--- src/design/rgcp_pkg.sv ---
// Shared widths, types and step functions of the radial gradient disc.
// Used by every module of the block; depends on nothing.
package rgcp_pkg;

  localparam int unsigned CoordW       = 9;
  localparam int unsigned ColorW       = 8;
  localparam int unsigned RadiusW      = 8;
  localparam int unsigned FracW        = 10;
  localparam int unsigned TW           = FracW + 1;
  localparam int unsigned UnitT        = 1 << FracW;
  localparam int unsigned D2W          = 2 * RadiusW;
  localparam int unsigned SqW          = 2 * CoordW;
  localparam int unsigned SumW         = SqW + 1;
  localparam int unsigned RootW        = RadiusW + FracW;
  localparam int unsigned RemW         = RootW + 2;
  localparam int unsigned StepsPerStage = 2;
  localparam int unsigned RootSteps    = RootW;
  localparam int unsigned RootStages   = (RootSteps + StepsPerStage - 1) / StepsPerStage;
  localparam int unsigned DivSteps     = TW;
  localparam int unsigned DivStages    = (DivSteps + StepsPerStage - 1) / StepsPerStage;
  localparam int unsigned ProdW        = ColorW + TW;
  localparam int unsigned NumChan      = 3;
  localparam int unsigned ChRed        = 0;
  localparam int unsigned ChGreen      = 1;
  localparam int unsigned ChBlue       = 2;
  localparam int unsigned AlphaMax     = 255;
  localparam int unsigned MaxRadiusDef = 255;
  localparam int unsigned CfgIdxW      = 3;

  typedef enum logic [CfgIdxW-1:0] {
    CfgRadius     = 3'd0,
    CfgStartRed   = 3'd1,
    CfgEndRed     = 3'd2,
    CfgStartGreen = 3'd3,
    CfgEndGreen   = 3'd4,
    CfgStartBlue  = 3'd5,
    CfgEndBlue    = 3'd6
  } cfg_idx_e;

  typedef struct packed {
    logic           in_disc;
    logic [D2W-1:0] d2;
  } rgcp_dist_t;

  typedef struct packed {
    logic [RemW-1:0]  rem;
    logic [RootW-1:0] root;
  } rgcp_sqrt_t;

  typedef struct packed {
    logic             in_disc;
    logic [RootW-1:0] root;
  } rgcp_root_t;

  typedef struct packed {
    logic [RadiusW-1:0] rem;
    logic [TW-1:0]      quo;
  } rgcp_divw_t;

  typedef struct packed {
    logic          in_disc;
    logic [TW-1:0] t;
  } rgcp_ratio_t;

  typedef struct packed {
    logic [ColorW-1:0] start;
    logic [ColorW-1:0] stop;
  } rgcp_ramp_t;

  typedef struct packed {
    logic                           in_disc;
    logic [NumChan-1:0][ColorW-1:0] color;
    logic [ColorW-1:0]              alpha;
  } rgcp_pix_t;

  // One digit of the restoring square root: two radicand bits in, one root bit out.
  function automatic rgcp_sqrt_t sqrt_step(input rgcp_sqrt_t cur, input logic [1:0] pair);
    logic [RemW+1:0] trial;
    logic [RemW+1:0] cand;
    rgcp_sqrt_t      nxt;
    trial = {cur.rem, pair};
    cand  = (RemW + 2)'({cur.root, 2'b01});
    if (trial >= cand) begin
      nxt.rem  = RemW'(trial - cand);
      nxt.root = {cur.root[RootW-2:0], 1'b1};
    end else begin
      nxt.rem  = RemW'(trial);
      nxt.root = {cur.root[RootW-2:0], 1'b0};
    end
    return nxt;
  endfunction

  // One quotient bit of the restoring divide by the radius.
  function automatic rgcp_divw_t div_step(input rgcp_divw_t cur, input logic dbit,
                                          input logic [RadiusW-1:0] divisor);
    logic [RadiusW:0] trial;
    rgcp_divw_t       nxt;
    trial = {cur.rem, dbit};
    if (trial >= {1'b0, divisor}) begin
      nxt.rem = RadiusW'(trial - {1'b0, divisor});
      nxt.quo = {cur.quo[TW-2:0], 1'b1};
    end else begin
      nxt.rem = RadiusW'(trial);
      nxt.quo = {cur.quo[TW-2:0], 1'b0};
    end
    return nxt;
  endfunction

endpackage

--- src/design/radial_gradient_circle_pixel.sv ---
// Radial gradient disc. One pixel coordinate enters per clock and one RGBA result leaves per
// clock while no stall holds; each result passes through 20 pipeline stages and
// an output register. The depth is set by the 18-bit square root and the 11-bit divide by the
// radius, each worked at most two bits per stage. The output register has a one-entry skid behind it,
// so input transfers continue while a result waits; in_stall_o rises only once that skid holds
// an item. Configuration writes are taken in any cycle but must only occur while the pipeline
// is empty. Depends on rgcp_pkg and the rgcp_dist, rgcp_sqrt, rgcp_div and rgcp_shade modules.
module radial_gradient_circle_pixel #(
  parameter int unsigned MAX_RADIUS = rgcp_pkg::MaxRadiusDef
) (
  input  logic                         clk_i,
  input  logic                         rst_ni,
  input  logic                         in_valid_i,
  output logic                         in_stall_o,
  input  logic [rgcp_pkg::CoordW-1:0]  pixel_x_i,
  input  logic [rgcp_pkg::CoordW-1:0]  pixel_y_i,
  output logic                         out_valid_o,
  input  logic                         out_stall_i,
  output logic                         inside_res_o,
  output logic [rgcp_pkg::ColorW-1:0]  red_out_o,
  output logic [rgcp_pkg::ColorW-1:0]  green_out_o,
  output logic [rgcp_pkg::ColorW-1:0]  blue_out_o,
  output logic [rgcp_pkg::ColorW-1:0]  alpha_out_o,
  input  logic                         cfg_valid_i,
  output logic                         cfg_ready_o,
  input  logic [rgcp_pkg::CfgIdxW-1:0] cfg_index_i,
  input  logic [rgcp_pkg::ColorW-1:0]  cfg_data_i
);
  import rgcp_pkg::*;

  logic [RadiusW-1:0]            radius_q;
  logic [ColorW-1:0]             start_red_q, end_red_q;
  logic [ColorW-1:0]             start_green_q, end_green_q;
  logic [ColorW-1:0]             start_blue_q, end_blue_q;
  logic [RadiusW-1:0]            radius_eff;
  rgcp_ramp_t [NumChan-1:0]      ramps;
  logic                          en;
  logic                          dist_valid, root_valid, ratio_valid, pipe_valid;
  rgcp_dist_t                    dist_data;
  rgcp_root_t                    root;
  rgcp_ratio_t                   ratio;
  rgcp_pix_t                     pipe_pix;
  logic                          out_valid_d, out_valid_q;
  logic                          skid_valid_d, skid_valid_q;
  logic                          load_out, load_skid;
  rgcp_pix_t                     out_pix_q, skid_pix_q;

  assign cfg_ready_o = 1'b1;

  always_ff @(posedge clk_i or negedge rst_ni) begin
    if (!rst_ni) begin
      radius_q      <= RadiusW'(1);
      start_red_q   <= '0;
      end_red_q     <= '0;
      start_green_q <= '0;
      end_green_q   <= '0;
      start_blue_q  <= '0;
      end_blue_q    <= '0;
    end else if (cfg_valid_i && cfg_ready_o) begin
      unique case (cfg_idx_e'(cfg_index_i))
        CfgRadius:     radius_q      <= cfg_data_i;
        CfgStartRed:   start_red_q   <= cfg_data_i;
        CfgEndRed:     end_red_q     <= cfg_data_i;
        CfgStartGreen: start_green_q <= cfg_data_i;
        CfgEndGreen:   end_green_q   <= cfg_data_i;
        CfgStartBlue:  start_blue_q  <= cfg_data_i;
        CfgEndBlue:    end_blue_q    <= cfg_data_i;
        default: ;
      endcase
    end
  end

  assign radius_eff = (int'(radius_q) > MAX_RADIUS) ? RadiusW'(MAX_RADIUS) : radius_q;

  assign ramps[ChRed]   = '{start: start_red_q,   stop: end_red_q};
  assign ramps[ChGreen] = '{start: start_green_q, stop: end_green_q};
  assign ramps[ChBlue]  = '{start: start_blue_q,  stop: end_blue_q};

  // The pipeline only freezes while the skid entry is occupied.
  assign en         = !skid_valid_q;
  assign in_stall_o = skid_valid_q;

  rgcp_dist u_dist (
    .clk_i     (clk_i),
    .rst_ni    (rst_ni),
    .en_i      (en),
    .valid_i   (in_valid_i),
    .pixel_x_i (pixel_x_i),
    .pixel_y_i (pixel_y_i),
    .radius_i  (radius_eff),
    .valid_o   (dist_valid),
    .dist_o    (dist_data)
  );

  rgcp_sqrt u_sqrt (
    .clk_i   (clk_i),
    .rst_ni  (rst_ni),
    .en_i    (en),
    .valid_i (dist_valid),
    .dist_i  (dist_data),
    .valid_o (root_valid),
    .root_o  (root)
  );

  rgcp_div u_div (
    .clk_i    (clk_i),
    .rst_ni   (rst_ni),
    .en_i     (en),
    .valid_i  (root_valid),
    .root_i   (root),
    .radius_i (radius_eff),
    .valid_o  (ratio_valid),
    .ratio_o  (ratio)
  );

  rgcp_shade u_shade (
    .clk_i   (clk_i),
    .rst_ni  (rst_ni),
    .en_i    (en),
    .valid_i (ratio_valid),
    .ratio_i (ratio),
    .ramp_i  (ramps),
    .valid_o (pipe_valid),
    .pix_o   (pipe_pix)
  );

  always_comb begin
    out_valid_d  = out_valid_q;
    skid_valid_d = skid_valid_q;
    load_out     = 1'b0;
    load_skid    = 1'b0;
    if (!out_valid_q || !out_stall_i) begin
      if (skid_valid_q) begin
        out_valid_d  = 1'b1;
        skid_valid_d = 1'b0;
        load_out     = 1'b1;
      end else begin
        out_valid_d = pipe_valid;
        load_out    = pipe_valid;
      end
    end else if (pipe_valid && en) begin
      skid_valid_d = 1'b1;
      load_skid    = 1'b1;
    end
  end

  always_ff @(posedge clk_i or negedge rst_ni) begin
    if (!rst_ni) begin
      out_valid_q  <= 1'b0;
      skid_valid_q <= 1'b0;
    end else begin
      out_valid_q  <= out_valid_d;
      skid_valid_q <= skid_valid_d;
    end
  end

  always_ff @(posedge clk_i) begin
    if (load_out) begin
      out_pix_q <= skid_valid_q ? skid_pix_q : pipe_pix;
    end
    if (load_skid) begin
      skid_pix_q <= pipe_pix;
    end
  end

  assign out_valid_o  = out_valid_q;
  assign inside_res_o = out_pix_q.in_disc;
  assign red_out_o    = out_pix_q.color[ChRed];
  assign green_out_o  = out_pix_q.color[ChGreen];
  assign blue_out_o   = out_pix_q.color[ChBlue];
  assign alpha_out_o  = out_pix_q.alpha;

endmodule

--- src/design/rgcp_dist.sv ---
// Three-stage front end: offsets from the center, squares, and the inside test.
// Depends on rgcp_pkg.
module rgcp_dist (
  input  logic                         clk_i,
  input  logic                         rst_ni,
  input  logic                         en_i,
  input  logic                         valid_i,
  input  logic [rgcp_pkg::CoordW-1:0]  pixel_x_i,
  input  logic [rgcp_pkg::CoordW-1:0]  pixel_y_i,
  input  logic [rgcp_pkg::RadiusW-1:0] radius_i,
  output logic                         valid_o,
  output rgcp_pkg::rgcp_dist_t         dist_o
);
  import rgcp_pkg::*;

  logic [CoordW-1:0] r_ext;
  logic [CoordW-1:0] span;
  logic [CoordW-1:0] dx_d, dy_d, dx_q, dy_q;
  logic              oob_d, oob1_q, oob2_q;
  logic              valid1_q, valid2_q, valid3_q;
  logic [SqW-1:0]    sqx_d, sqy_d, sqx_q, sqy_q;
  logic [D2W-1:0]    rr_d, rr_q;
  logic [SumW-1:0]   sum_d;
  rgcp_dist_t        dist_d, dist_q;

  assign r_ext = CoordW'(radius_i);
  assign span  = CoordW'({radius_i, 1'b0});
  assign dx_d  = (pixel_x_i >= r_ext) ? pixel_x_i - r_ext : r_ext - pixel_x_i;
  assign dy_d  = (pixel_y_i >= r_ext) ? pixel_y_i - r_ext : r_ext - pixel_y_i;
  assign oob_d = (radius_i == '0) || (pixel_x_i >= span) || (pixel_y_i >= span);

  assign sqx_d = SqW'(dx_q) * SqW'(dx_q);
  assign sqy_d = SqW'(dy_q) * SqW'(dy_q);
  assign rr_d  = D2W'(radius_i) * D2W'(radius_i);

  assign sum_d          = SumW'(sqx_q) + SumW'(sqy_q);
  assign dist_d.in_disc = !oob2_q && (sum_d <= SumW'(rr_q));
  assign dist_d.d2      = sum_d[D2W-1:0];

  always_ff @(posedge clk_i or negedge rst_ni) begin
    if (!rst_ni) begin
      valid1_q <= 1'b0;
      valid2_q <= 1'b0;
      valid3_q <= 1'b0;
    end else if (en_i) begin
      valid1_q <= valid_i;
      valid2_q <= valid1_q;
      valid3_q <= valid2_q;
    end
  end

  always_ff @(posedge clk_i) begin
    if (en_i) begin
      dx_q   <= dx_d;
      dy_q   <= dy_d;
      oob1_q <= oob_d;
      sqx_q  <= sqx_d;
      sqy_q  <= sqy_d;
      rr_q   <= rr_d;
      oob2_q <= oob1_q;
      dist_q <= dist_d;
    end
  end

  assign valid_o = valid3_q;
  assign dist_o  = dist_q;

endmodule

--- src/design/rgcp_sqrt.sv ---
// Pipelined restoring square root of the squared distance scaled by 2^20.
// Depends on rgcp_pkg; two root bits are settled in each stage.
module rgcp_sqrt (
  input  logic                 clk_i,
  input  logic                 rst_ni,
  input  logic                 en_i,
  input  logic                 valid_i,
  input  rgcp_pkg::rgcp_dist_t dist_i,
  output logic                 valid_o,
  output rgcp_pkg::rgcp_root_t root_o
);
  import rgcp_pkg::*;

  logic       valid_q [RootStages];
  rgcp_sqrt_t work_q  [RootStages];
  rgcp_dist_t dist_q  [RootStages];

  for (genvar g = 0; g < RootStages; g++) begin : gen_stage
    logic                 in_valid;
    rgcp_sqrt_t           in_work;
    rgcp_dist_t           in_dist;
    rgcp_sqrt_t           work_d;
    logic [2*RootW-1:0]   radicand;

    if (g == 0) begin : gen_first
      assign in_valid = valid_i;
      assign in_work  = '0;
      assign in_dist  = dist_i;
    end else begin : gen_next
      assign in_valid = valid_q[g-1];
      assign in_work  = work_q[g-1];
      assign in_dist  = dist_q[g-1];
    end

    assign radicand = {in_dist.d2, {(2 * RootW - D2W){1'b0}}};

    always_comb begin
      int step;
      work_d = in_work;
      for (int k = 0; k < StepsPerStage; k++) begin
        step = g * StepsPerStage + k;
        if (step < RootSteps) begin
          work_d = sqrt_step(work_d, radicand[2 * (RootSteps - 1 - step) +: 2]);
        end
      end
    end

    always_ff @(posedge clk_i or negedge rst_ni) begin
      if (!rst_ni) begin
        valid_q[g] <= 1'b0;
      end else if (en_i) begin
        valid_q[g] <= in_valid;
      end
    end

    always_ff @(posedge clk_i) begin
      if (en_i) begin
        work_q[g] <= work_d;
        dist_q[g] <= in_dist;
      end
    end
  end

  assign valid_o        = valid_q[RootStages-1];
  assign root_o.in_disc = dist_q[RootStages-1].in_disc;
  assign root_o.root    = work_q[RootStages-1].root;

endmodule

--- src/design/rgcp_div.sv ---
// Pipelined restoring divide of the scaled distance by the radius, giving t in unsigned Q1.10.
// Depends on rgcp_pkg; two quotient bits are settled in each stage but the last, which settles one.
module rgcp_div (
  input  logic                         clk_i,
  input  logic                         rst_ni,
  input  logic                         en_i,
  input  logic                         valid_i,
  input  rgcp_pkg::rgcp_root_t         root_i,
  input  logic [rgcp_pkg::RadiusW-1:0] radius_i,
  output logic                         valid_o,
  output rgcp_pkg::rgcp_ratio_t        ratio_o
);
  import rgcp_pkg::*;

  logic       valid_q [DivStages];
  rgcp_divw_t work_q  [DivStages];
  rgcp_root_t root_q  [DivStages];
  rgcp_divw_t last_work;

  for (genvar g = 0; g < DivStages; g++) begin : gen_stage
    logic       in_valid;
    rgcp_divw_t in_work;
    rgcp_root_t in_root;
    rgcp_divw_t work_d;

    if (g == 0) begin : gen_first
      assign in_valid    = valid_i;
      assign in_work.rem = RadiusW'(root_i.root >> TW);
      assign in_work.quo = '0;
      assign in_root     = root_i;
    end else begin : gen_next
      assign in_valid = valid_q[g-1];
      assign in_work  = work_q[g-1];
      assign in_root  = root_q[g-1];
    end

    always_comb begin
      int step;
      work_d = in_work;
      for (int k = 0; k < StepsPerStage; k++) begin
        step = g * StepsPerStage + k;
        if (step < DivSteps) begin
          work_d = div_step(work_d, in_root.root[DivSteps - 1 - step], radius_i);
        end
      end
    end

    always_ff @(posedge clk_i or negedge rst_ni) begin
      if (!rst_ni) begin
        valid_q[g] <= 1'b0;
      end else if (en_i) begin
        valid_q[g] <= in_valid;
      end
    end

    always_ff @(posedge clk_i) begin
      if (en_i) begin
        work_q[g] <= work_d;
        root_q[g] <= in_root;
      end
    end
  end

  assign last_work       = work_q[DivStages-1];
  assign valid_o         = valid_q[DivStages-1];
  assign ratio_o.in_disc = root_q[DivStages-1].in_disc;
  assign ratio_o.t       = (last_work.quo > TW'(UnitT)) ? TW'(UnitT) : last_work.quo;

endmodule

--- src/design/rgcp_shade.sv ---
// Two-stage color ramp: weight products, then sum, scale and outside masking.
// Depends on rgcp_pkg.
module rgcp_shade (
  input  logic                                        clk_i,
  input  logic                                        rst_ni,
  input  logic                                        en_i,
  input  logic                                        valid_i,
  input  rgcp_pkg::rgcp_ratio_t                       ratio_i,
  input  rgcp_pkg::rgcp_ramp_t [rgcp_pkg::NumChan-1:0] ramp_i,
  output logic                                        valid_o,
  output rgcp_pkg::rgcp_pix_t                         pix_o
);
  import rgcp_pkg::*;

  logic [TW-1:0]    wt;
  logic [ProdW-1:0] near_d  [NumChan];
  logic [ProdW-1:0] far_d   [NumChan];
  logic [ProdW-1:0] near_q  [NumChan];
  logic [ProdW-1:0] far_q   [NumChan];
  logic [ProdW-1:0] alpha_d, alpha_q;
  logic             inside_q;
  logic             valid1_q, valid2_q;
  logic [ProdW:0]   sum     [NumChan];
  rgcp_pix_t        pix_d, pix_q;

  assign wt      = TW'(UnitT) - ratio_i.t;
  assign alpha_d = ProdW'(AlphaMax) * ProdW'(wt);

  always_comb begin
    for (int c = 0; c < NumChan; c++) begin
      near_d[c] = ProdW'(ramp_i[c].start) * ProdW'(wt);
      far_d[c]  = ProdW'(ramp_i[c].stop) * ProdW'(ratio_i.t);
    end
  end

  always_comb begin
    pix_d.in_disc = inside_q;
    for (int c = 0; c < NumChan; c++) begin
      sum[c]         = (ProdW + 1)'(near_q[c]) + (ProdW + 1)'(far_q[c]);
      pix_d.color[c] = inside_q ? sum[c][FracW +: ColorW] : '0;
    end
    pix_d.alpha = inside_q ? alpha_q[FracW +: ColorW] : '0;
  end

  always_ff @(posedge clk_i or negedge rst_ni) begin
    if (!rst_ni) begin
      valid1_q <= 1'b0;
      valid2_q <= 1'b0;
    end else if (en_i) begin
      valid1_q <= valid_i;
      valid2_q <= valid1_q;
    end
  end

  always_ff @(posedge clk_i) begin
    if (en_i) begin
      near_q   <= near_d;
      far_q    <= far_d;
      alpha_q  <= alpha_d;
      inside_q <= ratio_i.in_disc;
      pix_q    <= pix_d;
    end
  end

  assign valid_o = valid2_q;
  assign pix_o   = pix_q;

endmodule

--- config.mk ---
export PLATFORM = sky130hd
export DESIGN_NAME = radial_gradient_circle_pixel
export DESIGN_NICKNAME = d
export VERILOG_FILES = /design/src/design/rgcp_pkg.sv /design/src/design/radial_gradient_circle_pixel.sv /design/src/design/rgcp_dist.sv /design/src/design/rgcp_sqrt.sv /design/src/design/rgcp_div.sv /design/src/design/rgcp_shade.sv
export SDC_FILE = /design/constraint.sdc
export NUM_CORES = 2
export LEC_CHECK = 0
export BUFFER_PORTS_ARGS = -buffer_cell sky130_fd_sc_hd__buf_4
export CORE_ASPECT_RATIO = 1.2
export CORE_MARGIN = 2
export CORE_UTILIZATION = 70
export CTS_CLUSTER_SIZE = 8
export DETAILED_ROUTE_END_ITERATION = 7
export PLACE_DENSITY = 0.87
export SLEW_MARGIN = 0
export SYNTH_ARGS = -nofsm -noshare
export SYNTH_HDL_FRONTEND = slang
export SYNTH_SLANG_ARGS = --single-unit
--- constraint.sdc ---
create_clock -name clk_i -period 39.3 [get_ports clk_i]
set_clock_uncertainty 0.2 [all_clocks]
set_input_delay 1.965 -clock clk_i [delete_from_list [all_inputs] [get_ports clk_i]]
set_output_delay 1.965 -clock clk_i [all_outputs]
set_load 0.01 [all_outputs]
==> out/results.tsv <==
metric	value	unit
post_cts_resize_count	0	
finalHoldViolations	0	
rr_worst_depth	24	
netlist_instances	6456	
outcome	finished, final reports clean	
grt_max_degree	158	
chipHeight	342.2	microns
drc	0	
post_cts_buffers	0	
wl	149.6	mm
finalNetCount	7753	
drt_pass1_iterations	6	
finalSetupViolCount	0	
period_needed	7921	ps
clk_pin_slew	50	ps
fillers	6125	
ios	70	
dpl.cell_count	7666	
die_area	97830	sq um
grt_pass1_vias	48890	
crit_top_cell	o21ai_0	
rsz0062_at_grt	no	
grtUsageTotal	31.21	%
slew_headroom	24.83	%
place_hpwl	111.4	mm
yosysWarningCount	0	
layout_common_cells	inv_1 (974), ha_1 (728), edfxtp_1 (682), fa_1 (477), nand2_1 (466)	
start_util	70.28	%
endpoint_kind	flop	
hold_slack	204.1	ps
multiInputGateArea	40070	sq um
r2r_slack	31380	ps
synthArstFlopShare	10.26	%
synthFlopType	edfxtp_1	
crit_slowest_cell	dfrtp_1	
netlist_top_cells_area	edfxtp_1 (31%), fa_1 (14%), ha_1 (14%), inv_1 (5.5%), and2_1 (3.7%)	
cts_sinks	760	
avgViaCountPerCell	6.007	
maxSlewViolCount	0	
drive_gt1_share	7.589	%
max_freq	126.2	MHz
clock_latency	680	ps
worst-path-stages	24	
syn_avg_cell_area	10.34	sq um
num_antenna_cells	0	
cts_root_buf	clkbuf_16	
seqCellArea	22430	sq um
numCtsBuffers	106	
area_delta_synth_final	7.260	%
synth_edf_count	682	
min_period_over_period	20.16	%
setup_tns	0	ps
tightestPinTransition	1125	ps
cts_tree	yes	
hold_class	reg -> reg	
ys_ff_latch	760	
synth.yosys.seq_area_share	33.62	%
cp_num_buf_inv	3	
instances_no_fill	7822	
required	39510	ps
htree_num_levels	3	
antenna_found_initial	4	
mostFrequentLayoutCell	inv_1	
worstHoldPathCells	0	
path_max_fanout	19	
synth_top_area_share	30.69	%
core	94950	sq um
die_w	285.9	microns
yosys.cell_types.count	101	
synth_top_area_cell	edfxtp_1	
num_vias	46983	
place.gp.congestion	0.9242	
drtAntennaViolNets	0	
port_buffers	68	
crit_family	compound AO/OA/AOI/OAI gates	
crit_path_max_incr_delay	850	ps
startpoint_type	flop	
rows	124	
cp_cell_sequence	clkinv_1, buf_4, ha_1, nor2b_1, o21ai_0, a21boi_0, o21ai_0, a21boi_0, o21a_1, o21ai_0, nor2b_1, mux2_2, inv_1, ha_1, nor2b_1, o21ai_0, a21boi_0, o21ai_0, nand2b_1, a21o_1, a21o_1, o21bai_1, a221oi_2, mux2_2	
routedWlPerCell	19.13	microns
cts_hold_buf	0	
syn_area	66730	sq um
clk_path_buf_depth	3	
grt_pass1_wl	244.3	mm
overflow	0	
arrival	8130	ps
fin_area	71580	sq um
cap_violations	0	
placed_cell_area	68620	sq um
path_class	reg -> reg	
drt_iter0_drc	3148	
-- kinds of logic (layout without fill, tap and decap cells) --
family,after synthesis,in the layout,synth area share [%]
AO/OA/AOI/OAI,924,924,8.985
XOR/XNOR,389,389,5.105
adder cells (fa/ha/maj),1205,1205,27.96
buffers and inverters,1144,1248,6.470
flip-flops,760,760,33.62
multiplexers,233,233,3.864
other,1,3,0.005619
AND/OR/NAND/NOR,1800,1800,13.99
-- path summary, 6_finish.rpt --
kind | startpoint | to
max in group asynchronous | rst_ni | in_stall_o
min in group asynchronous | rst_ni | end_green_q[0]
setup reg to reg | radius_eff[1] | u_div.work_q[1][18]
setup / recovery | radius_eff[1] | u_div.work_q[1][18]
hold reg to reg | u_div.work_q[3][6] | u_div.work_q[4][8]
hold / removal | u_div.work_q[3][6] | u_div.work_q[4][8]
-- area by class of cell --
class | instances | area share, %
Clock inverter | 5 | 0.1154
Clock buffer | 151 | 4.014
Inverter | 981 | 5.157
Sequential cell | 760 | 31.34
Tap cell | 1260 | 2.203
Multi-Input combinational cell | 4554 | 55.99
Timing Repair Buffer | 111 | 1.182
-- synth_stat cells, drive strengths merged (8+ instances only) --
cell	count
inv	977
ha	728
edfxtp	682
fa	477
nand2	466
and2	392
nor2	322
o21ai	262
xnor2	260
a21oi	219
mux2	185
clkbuf	151
nor2b	131
xor2	129
nor3	112
a21o	92
dfrtp	77
nand3	71
nand2b	69
o21a	59
mux2i	48
a21boi	44
nand4	35
nor4	32
and3	30
or3	29
a211oi	26
o21bai	24
o31ai	24
or2	23
o211ai	22
or4	21
a31oi	18
o31a	17
a2111oi	15
nand3b	14
and4	13
buf	12
nor3b	12
o41ai	12
nor4b	11
a31o	9
a211o	8
a311oi	8
o22ai	8
-- state kept, by name (all words and copies together), names as in the netlist, 9 cells and up --
signal	cells
u_sqrt.work_q	235
u_shade.far_q	54
u_shade.near_q	54
u_dist.dy_q	9
u_div.work_q	81
u_dist.sqx_q	17
u_div.root_q	31
u_dist.rr_q	15
skid_pix_q	33
u_dist.dist_o	17
u_dist.sqy_q	17
u_shade.pix_o	33
u_sqrt.dist_q	33
u_dist.dx_q	9
-- routing by layer --
layer | up-vias | global-route usage [%] | wire length, microns | part of all wire [%]
met5 | - | 0 | 42 | 0.028
met4 | 6 | 16.43 | 8492 | 5.7
met2 | 1433 | 56.87 | 77020 | 51
met3 | 493 | 4.108 | 7212 | 4.8
li1 | 21951 | - | - | -
met1 | 23100 | 35.70 | 56830 | 38
-- per-stage QoR --
stage / util [%] / setup WS, ps
finish: 75.38 / 31380
global route: 75.38 / 30570
CTS: 75.38 / 31280
detailed placement: 72.27 / 31360
global placement: 72.27 / 31570
floorplan: - / 25420
Power is left out: the tool's default activity adds up to more than one toggle a clock period on the data nets, which glitch-free logic cannot reach.
